--- src/rtl/abp_pkg.sv ---
// types and constants for the argb pixel blend unit
// no dependencies; used by every module of the block
`timescale 1ns / 1ps
`default_nettype none

package abp_pkg;

  // blend mode codes
  localparam logic [2:0] MODE_REPLACE  = 3'd0;
  localparam logic [2:0] MODE_SUM_WRAP = 3'd1;
  localparam logic [2:0] MODE_SUM_SAT  = 3'd2;
  localparam logic [2:0] MODE_MULTIPLY = 3'd3;
  localparam logic [2:0] MODE_INTERP   = 3'd4;

  // fixed-point one for the mix fraction
  localparam logic [8:0] FRAC_ONE = 9'd256;

  // number of register stages in the datapath
  localparam int unsigned NUM_STAGES = 4;

  typedef struct packed {
    logic [7:0] dst_alpha;
    logic [7:0] dst_red;
    logic [7:0] dst_green;
    logic [7:0] dst_blue;
    logic [7:0] src_alpha;
    logic [7:0] src_red;
    logic [7:0] src_green;
    logic [7:0] src_blue;
    logic [8:0] mix_fraction;
  } in_pix_t;

  typedef struct packed {
    logic [7:0] out_alpha;
    logic [7:0] out_red;
    logic [7:0] out_green;
    logic [7:0] out_blue;
  } out_pix_t;

  // stage enables and the mode that travels with the item into the last stage
  typedef struct packed {
    logic [NUM_STAGES-1:0] en;
    logic [2:0]            mode_s3;
  } pipe_ctrl_t;

endpackage

`default_nettype wire

--- src/rtl/abp_pipe_ctrl.sv ---
// pipeline control: valid bits, stage enables, mode register and its pipeline copy
// depends on abp_pkg
`timescale 1ns / 1ps
`default_nettype none

module abp_pipe_ctrl (
  input  wire logic               clk_i,
  input  wire logic               rst_ni,
  input  wire logic               in_valid_i,
  output logic                    in_stall_o,
  output logic                    out_valid_o,
  input  wire logic               out_stall_i,
  input  wire logic               cfg_valid_i,
  output logic                    cfg_ready_o,
  input  wire logic [2:0]         cfg_data_i,
  output abp_pkg::pipe_ctrl_t     ctrl_o
);

  logic [abp_pkg::NUM_STAGES-1:0] valid_q, valid_d;
  logic [abp_pkg::NUM_STAGES-1:0] en;
  logic [2:0] mode_q, mode_d;
  logic [2:0] mode_s1_q, mode_s2_q, mode_s3_q;

  // a stage moves when it is empty or the one after it moves
  always_comb begin
    en[abp_pkg::NUM_STAGES-1] = !valid_q[abp_pkg::NUM_STAGES-1] || !out_stall_i;
    for (int k = abp_pkg::NUM_STAGES - 2; k >= 0; k--) begin
      en[k] = !valid_q[k] || en[k+1];
    end
  end

  // valid bits follow the data
  always_comb begin
    valid_d = valid_q;
    if (en[0]) begin
      valid_d[0] = in_valid_i;
    end
    for (int k = 1; k < abp_pkg::NUM_STAGES; k++) begin
      if (en[k]) begin
        valid_d[k] = valid_q[k-1];
      end
    end
  end

  // mode register, written by a config transfer
  assign cfg_ready_o = 1'b1;
  assign mode_d = (cfg_valid_i && cfg_ready_o) ? cfg_data_i : mode_q;

  always_ff @(posedge clk_i or negedge rst_ni) begin
    if (!rst_ni) begin
      valid_q <= '0;
      mode_q  <= abp_pkg::MODE_REPLACE;
    end else begin
      valid_q <= valid_d;
      mode_q  <= mode_d;
    end
  end

  // mode copy carried alongside each item
  always_ff @(posedge clk_i) begin
    if (en[0]) begin
      mode_s1_q <= mode_q;
    end
    if (en[1]) begin
      mode_s2_q <= mode_s1_q;
    end
    if (en[2]) begin
      mode_s3_q <= mode_s2_q;
    end
  end

  assign in_stall_o     = !en[0];
  assign out_valid_o    = valid_q[abp_pkg::NUM_STAGES-1];
  assign ctrl_o.en      = en;
  assign ctrl_o.mode_s3 = mode_s3_q;

endmodule

`default_nettype wire

--- src/rtl/abp_lane.sv ---
// one color channel of the blend datapath, four register stages
// depends on abp_pkg
`timescale 1ns / 1ps
`default_nettype none

module abp_lane (
  input  wire logic                clk_i,
  input  wire abp_pkg::pipe_ctrl_t ctrl_i,
  input  wire logic                alpha_lane_i,
  input  wire logic [7:0]          a_i,
  input  wire logic [8:0]          f_i,
  input  wire logic [7:0]          d_i,
  input  wire logic [7:0]          s_i,
  output logic [7:0]               res_o
);

  // stage 1: the four partial products
  logic [15:0] as_d, as_q;
  logic [15:0] ad_d, ad_q;
  logic [16:0] sf_d, sf_q;
  logic [16:0] df_d, df_q;
  logic [7:0]  na_d, na_q;
  logic [7:0]  d1_q;

  // stage 2: sums
  logic [16:0] rep_d, rep2_q;
  logic [17:0] int_d, int2_q;
  logic [8:0]  add_d, add2_q;
  logic [16:0] mulw_d, mulw2_q;
  logic [7:0]  d2_q;

  // stage 3: multiply-mode product
  logic [24:0] mulp_d, mulp3_q;
  logic [16:0] rep3_q;
  logic [17:0] int3_q;
  logic [8:0]  add3_q;
  logic [7:0]  d3_q;

  // stage 4: selected result
  logic [7:0]  res_d, res_q;

  // products: a*s, (255-a)*d, s*f, d*(1-f)
  assign na_d = 8'd255 - a_i;
  assign as_d = 16'(a_i) * 16'(s_i);
  assign ad_d = 16'(na_d) * 16'(d_i);
  assign sf_d = 17'(s_i) * 17'(f_i);
  assign df_d = 17'(d_i) * 17'(abp_pkg::FRAC_ONE - f_i);

  always_ff @(posedge clk_i) begin
    if (ctrl_i.en[0]) begin
      as_q <= as_d;
      ad_q <= ad_d;
      sf_q <= sf_d;
      df_q <= df_d;
      na_q <= na_d;
      d1_q <= d_i;
    end
  end

  // replace and interpolate sums, sum-mode add, multiply-mode weight
  assign rep_d  = 17'(as_q) + 17'(ad_q);
  assign int_d  = 18'(sf_q) + 18'(df_q);
  assign add_d  = 9'(d1_q) + 9'(as_q[15:8]);
  assign mulw_d = 17'(as_q) + {1'b0, na_q, 8'h00};

  always_ff @(posedge clk_i) begin
    if (ctrl_i.en[1]) begin
      rep2_q  <= rep_d;
      int2_q  <= int_d;
      add2_q  <= add_d;
      mulw2_q <= mulw_d;
      d2_q    <= d1_q;
    end
  end

  // d * (a*s + (255-a)*256)
  assign mulp_d = 25'(d2_q) * 25'(mulw2_q);

  always_ff @(posedge clk_i) begin
    if (ctrl_i.en[2]) begin
      mulp3_q <= mulp_d;
      rep3_q  <= rep2_q;
      int3_q  <= int2_q;
      add3_q  <= add2_q;
      d3_q    <= d2_q;
    end
  end

  // pick the result for the item's mode; alpha passes through outside interpolate
  always_comb begin
    case (ctrl_i.mode_s3)
      abp_pkg::MODE_REPLACE:  res_d = rep3_q[15:8];
      abp_pkg::MODE_SUM_WRAP: res_d = add3_q[7:0];
      abp_pkg::MODE_SUM_SAT:  res_d = add3_q[8] ? 8'hFF : add3_q[7:0];
      abp_pkg::MODE_MULTIPLY: res_d = mulp3_q[23:16];
      abp_pkg::MODE_INTERP:   res_d = int3_q[15:8];
      default:                res_d = d3_q;
    endcase
    if (alpha_lane_i && (ctrl_i.mode_s3 != abp_pkg::MODE_INTERP)) begin
      res_d = d3_q;
    end
  end

  always_ff @(posedge clk_i) begin
    if (ctrl_i.en[3]) begin
      res_q <= res_d;
    end
  end

  assign res_o = res_q;

endmodule

`default_nettype wire

--- src/rtl/argb_pixel_blend_unit.sv ---
// top level of the argb pixel blend unit: control plus four channel lanes
// depends on abp_pkg, abp_pipe_ctrl, abp_lane
//
// channel  | signals                          | direction | transfer when
// ---------+----------------------------------+-----------+-----------------------
// in       | in_valid_i, in_stall_o, in_data_i | sink      | valid high, stall low
// out      | out_valid_o, out_stall_i, out_data_o | source | valid high, stall low
// cfg      | cfg_valid_i, cfg_ready_o, cfg_data_i | sink   | valid and ready high
//
// one pixel per clock while out_stall_i is low; four register stages from input to output
// the multiply mode's second product sets the stage count
// reset clears the valid bits and sets the mode to replace; ready for pixels right away
// out_stall_i holds the last stage; bubbles upstream still fill, then in_stall_o rises
// cfg_ready_o is always high
`timescale 1ns / 1ps
`default_nettype none

module argb_pixel_blend_unit (
  input  wire logic              clk_i,
  input  wire logic              rst_ni,
  input  wire logic              in_valid_i,
  output logic                   in_stall_o,
  input  wire abp_pkg::in_pix_t  in_data_i,
  output logic                   out_valid_o,
  input  wire logic              out_stall_i,
  output abp_pkg::out_pix_t      out_data_o,
  input  wire logic              cfg_valid_i,
  output logic                   cfg_ready_o,
  input  wire logic [2:0]        cfg_data_i
);

  abp_pkg::pipe_ctrl_t ctrl;
  logic [8:0] frac_sat;

  // fractions above one act as one
  assign frac_sat = (in_data_i.mix_fraction > abp_pkg::FRAC_ONE) ? abp_pkg::FRAC_ONE
                                                                 : in_data_i.mix_fraction;

  abp_pipe_ctrl u_ctrl (
    .clk_i       (clk_i),
    .rst_ni      (rst_ni),
    .in_valid_i  (in_valid_i),
    .in_stall_o  (in_stall_o),
    .out_valid_o (out_valid_o),
    .out_stall_i (out_stall_i),
    .cfg_valid_i (cfg_valid_i),
    .cfg_ready_o (cfg_ready_o),
    .cfg_data_i  (cfg_data_i),
    .ctrl_o      (ctrl)
  );

  // alpha lane
  abp_lane u_lane_a (
    .clk_i        (clk_i),
    .ctrl_i       (ctrl),
    .alpha_lane_i (1'b1),
    .a_i          (in_data_i.src_alpha),
    .f_i          (frac_sat),
    .d_i          (in_data_i.dst_alpha),
    .s_i          (in_data_i.src_alpha),
    .res_o        (out_data_o.out_alpha)
  );

  // red lane
  abp_lane u_lane_r (
    .clk_i        (clk_i),
    .ctrl_i       (ctrl),
    .alpha_lane_i (1'b0),
    .a_i          (in_data_i.src_alpha),
    .f_i          (frac_sat),
    .d_i          (in_data_i.dst_red),
    .s_i          (in_data_i.src_red),
    .res_o        (out_data_o.out_red)
  );

  // green lane
  abp_lane u_lane_g (
    .clk_i        (clk_i),
    .ctrl_i       (ctrl),
    .alpha_lane_i (1'b0),
    .a_i          (in_data_i.src_alpha),
    .f_i          (frac_sat),
    .d_i          (in_data_i.dst_green),
    .s_i          (in_data_i.src_green),
    .res_o        (out_data_o.out_green)
  );

  // blue lane
  abp_lane u_lane_b (
    .clk_i        (clk_i),
    .ctrl_i       (ctrl),
    .alpha_lane_i (1'b0),
    .a_i          (in_data_i.src_alpha),
    .f_i          (frac_sat),
    .d_i          (in_data_i.dst_blue),
    .s_i          (in_data_i.src_blue),
    .res_o        (out_data_o.out_blue)
  );

endmodule

`default_nettype wire

--- config.mk ---
export PLATFORM = sky130hd
export DESIGN_NAME = argb_pixel_blend_unit
export DESIGN_NICKNAME = d
export VERILOG_FILES = /design/src/rtl/abp_pkg.sv /design/src/rtl/abp_pipe_ctrl.sv /design/src/rtl/abp_lane.sv /design/src/rtl/argb_pixel_blend_unit.sv
export SDC_FILE = /design/constraint.sdc
export NUM_CORES = 2
export LEC_CHECK = 0
export BUFFER_PORTS_ARGS = -buffer_cell sky130_fd_sc_hd__clkbuf_2
export CORE_UTILIZATION = 55
export CTS_CLUSTER_DIAMETER = 50
export CTS_CLUSTER_SIZE = 14
export DETAILED_ROUTE_END_ITERATION = 10
export GPL_ROUTABILITY_DRIVEN = 0
export PLACE_DENSITY = 0.67
export SLEW_MARGIN = 20
export SYNTH_ARGS = -nofsm -noshare
export SYNTH_HDL_FRONTEND = slang
export SYNTH_SLANG_ARGS = --single-unit
--- constraint.sdc ---
create_clock -name clk_i -period 20.4 [get_ports clk_i]
set_clock_uncertainty 0.05 [all_clocks]
set_input_delay 1.02 -clock clk_i [delete_from_list [all_inputs] [get_ports clk_i]]
set_output_delay 1.02 -clock clk_i [all_outputs]
set_load 0.01 [all_outputs]
==> metrics.txt <==
clk_lat worst skew approximately 0.67 ns; leakage 0.0337 uW; WL per Instance 18.5 um; period utilisation layout between 30 and 40%; Post-synth EDFFs 610; Worst path most repeated cell fa_1; register area share after synthesis 27.9%; nets 8082; Root Driver clkbuf_16; CP Capture Type register; grt total ovfl 0; ys async rst share 1.13%; Yosys top cell by area edfxtp_1; Worst-Margin Slew about 1.0 ns; Hold Violations, Final 0; drt drc 0; Max Root-Sink Buffers 3; Vias 43489; #FFs+latches synth 617; Post-synth top cells inv_1 (1100), fa_1 (879), ha_1 (731); Achievable Freq 130 MHz; crit path kind in2reg; Avg Cell Area, Syn 10.5 um^2; Critical Path AT 8.09 ns; CTS resizes 0; worst vdd ir 0.195 mV; initial core utilization 55.4%; Critical R2R Launch u_lane_r.d2_q[2]; TritonRoute pass-1 iters 7; final WL about 150000 um; top_reg_cell synth edfxtp_1; DRT iter0 DRCs 2714; pwr dens 172 nW/um^2; Post-CTS Setup Inserts 0; core region area roughly 120000 um^2; CTS Buf Count 84; IO Pins 116; crit path time final roughly 7.7 ns; clk sinks 617; Max-Cap Viols 0; Die W 349 um; TritonCTS clock tree done; I/O Buffers between 100 and 150; placed instance area 68700 um^2; final instance area 71600 um^2; Clock Pin Slew Worst Setup and Hold Paths 0.06 ns; row count 127; H-tree depth 3; initial antenna violation count 8; status finished clean; CP Data Required Time between 20 and 25 ns; cts hold-fix bufs 0; critical path's slowest cell xor2_2; CP max stage delay approximately 0.8 ns; antenna viol nets, final 0; critical path startpoint category input port; Area contributors post-synth edfxtp_1 (28%), fa_1 (27%), ha_1 (14%); Final setup viols 0; Layout area overhead 7.78%; Die Height 349 um; number of global-route vias before repair between 40000 and 50000; HP Class in2async; post-DP HPWL 113000 um; largest registers u_lane_b.mulw2_q x17, u_lane_g.mulw2_q x17, u_lane_r.mulw2_q x17; DR vias/cell 5.39; Final Max Tran Viols 0; mapped cell area 66400 um^2; RSZ-0062 raised after global routing false; largest net degree at the start of global routing between 80 and 90; library cells used by synthesis 61; worst-case reg-to-reg path depth 17; Synth top area share 27.6%; CP Launch Point in_data_i[8]; most frequent cell after synthesis inv_1; crit path max fanout 60; layout cell share with drive strength beyond 1 5.56%; Syn Inst Count roughly 6300; Total Die Area around 120000 um^2; Overall Global Routing Usage 25.5%; global-route wire length before repair approximately 240000 um; Ys Warns 0; Setup TNS 0 ns; Worst slew margin about a third
-- stage by stage --
step	util, %	total power [uW]	setup slack (ns)	hold slack [ns]	instances
final	59.7	12300	12.70	0.145	8071
after global routing	59.7	13700	12.27	0.138	8069
after CTS	59.7	12400	12.74	0.107	8069
after detailed placement	57.4	10900	12.07	0.355	7917
after global placement	57.4	10600	12.15	0.351	7917
after floorplan	-	8890	10.53	0.350	6385
-- worst max-delay path: cells and delay by family --
family	cells	cell delay (ns)
fa+ha+maj	6	2.66
compound gates	6	1.16
simple gates	4	0.53
xor+xnor	1	0.78
buf+inv	8	1.91
-- where the power goes --
group	total [uW]	switching, uW	leakage [uW]	internal [uW]
combinational	8130	4500	0.0259	3620
sequential	2720	349	0.00640	2370
clock	1460	621	0.00139	837
total	12300	5470	0.0337	6840
-- cell type report --
type                       count  area [um^2]
multi-input combinational   4423        43200
clock inverter                59          627
timing repair buffer         158          901
inverter                    1107         4160
antenna                        2         5.00
fill                       10142        48300
sequential                   617        18500
clock buffer                  93         2200
tap                         1612         2020
-- cell usage in the layout (no fill, tap or decap), types with 18 or more instances in the layout --
cell type,Yosys,routed
o21ai_0,96,96
a21o_1,81,81
o21bai_1,31,31
nand2b_1,22,22
inv_1,1100,1099
a31oi_1,27,27
fa_1,879,879
a21oi_1,183,183
a22oi_1,24,24
a41oi_1,21,21
nor2b_1,153,145
xnor2_1,256,254
clkbuf_16,0,87
nand2_1,667,665
clkbuf_2,0,114
buf_4,1,44
o21a_1,32,32
nor3_1,56,55
conb_1,2,62
inv_6,0,18
nand3_1,58,57
edfxtp_1,610,610
xor2_1,76,73
nor2_1,130,129
ha_1,731,731
and2_1,683,683
-- worst paths after layout --
check / to / slack [ns]
max reg2reg: u_lane_r.mulp3_q[23] / 14.75
min in group clk_i: u_lane_a.d3_q[5] / 0.37
min: u_ctrl.valid_q[0] / 0.15
min reg2reg: u_lane_a.d3_q[5] / 0.37
max in group asynchronous: u_ctrl.mode_q[0] / 19.99
max: u_lane_b.df_q[14] / 12.70
-- logic make-up after synthesis --
| group | after synthesis | synth area share [%] |
|---|---|---|
| flops | 617 | 27.9 |
| simple gates | 1817 | 13.9 |
| other cells | 2 | 0.0113 |
| compound gates | 590 | 5.69 |
| xor+xnor | 332 | 4.38 |
| mux | 12 | 0.209 |
| fa+ha+maj | 1610 | 40.3 |
| buf+inv | 1345 | 7.63 |
-- per-layer routing --
| metal | vias to the layer above | part of all wire [%] | global-route usage [%] |
|---|---|---|---|
| met3 | 191 | 5.7 | 3.27 |
| li1 | 20195 | - | - |
| met5 | - | 0.023 | 0 |
| met2 | 1047 | 47 | 42.0 |
| met4 | 2 | 2.1 | 6.14 |
| met1 | 22054 | 45 | 35.8 |
Power figures use the tool's default switching activity.
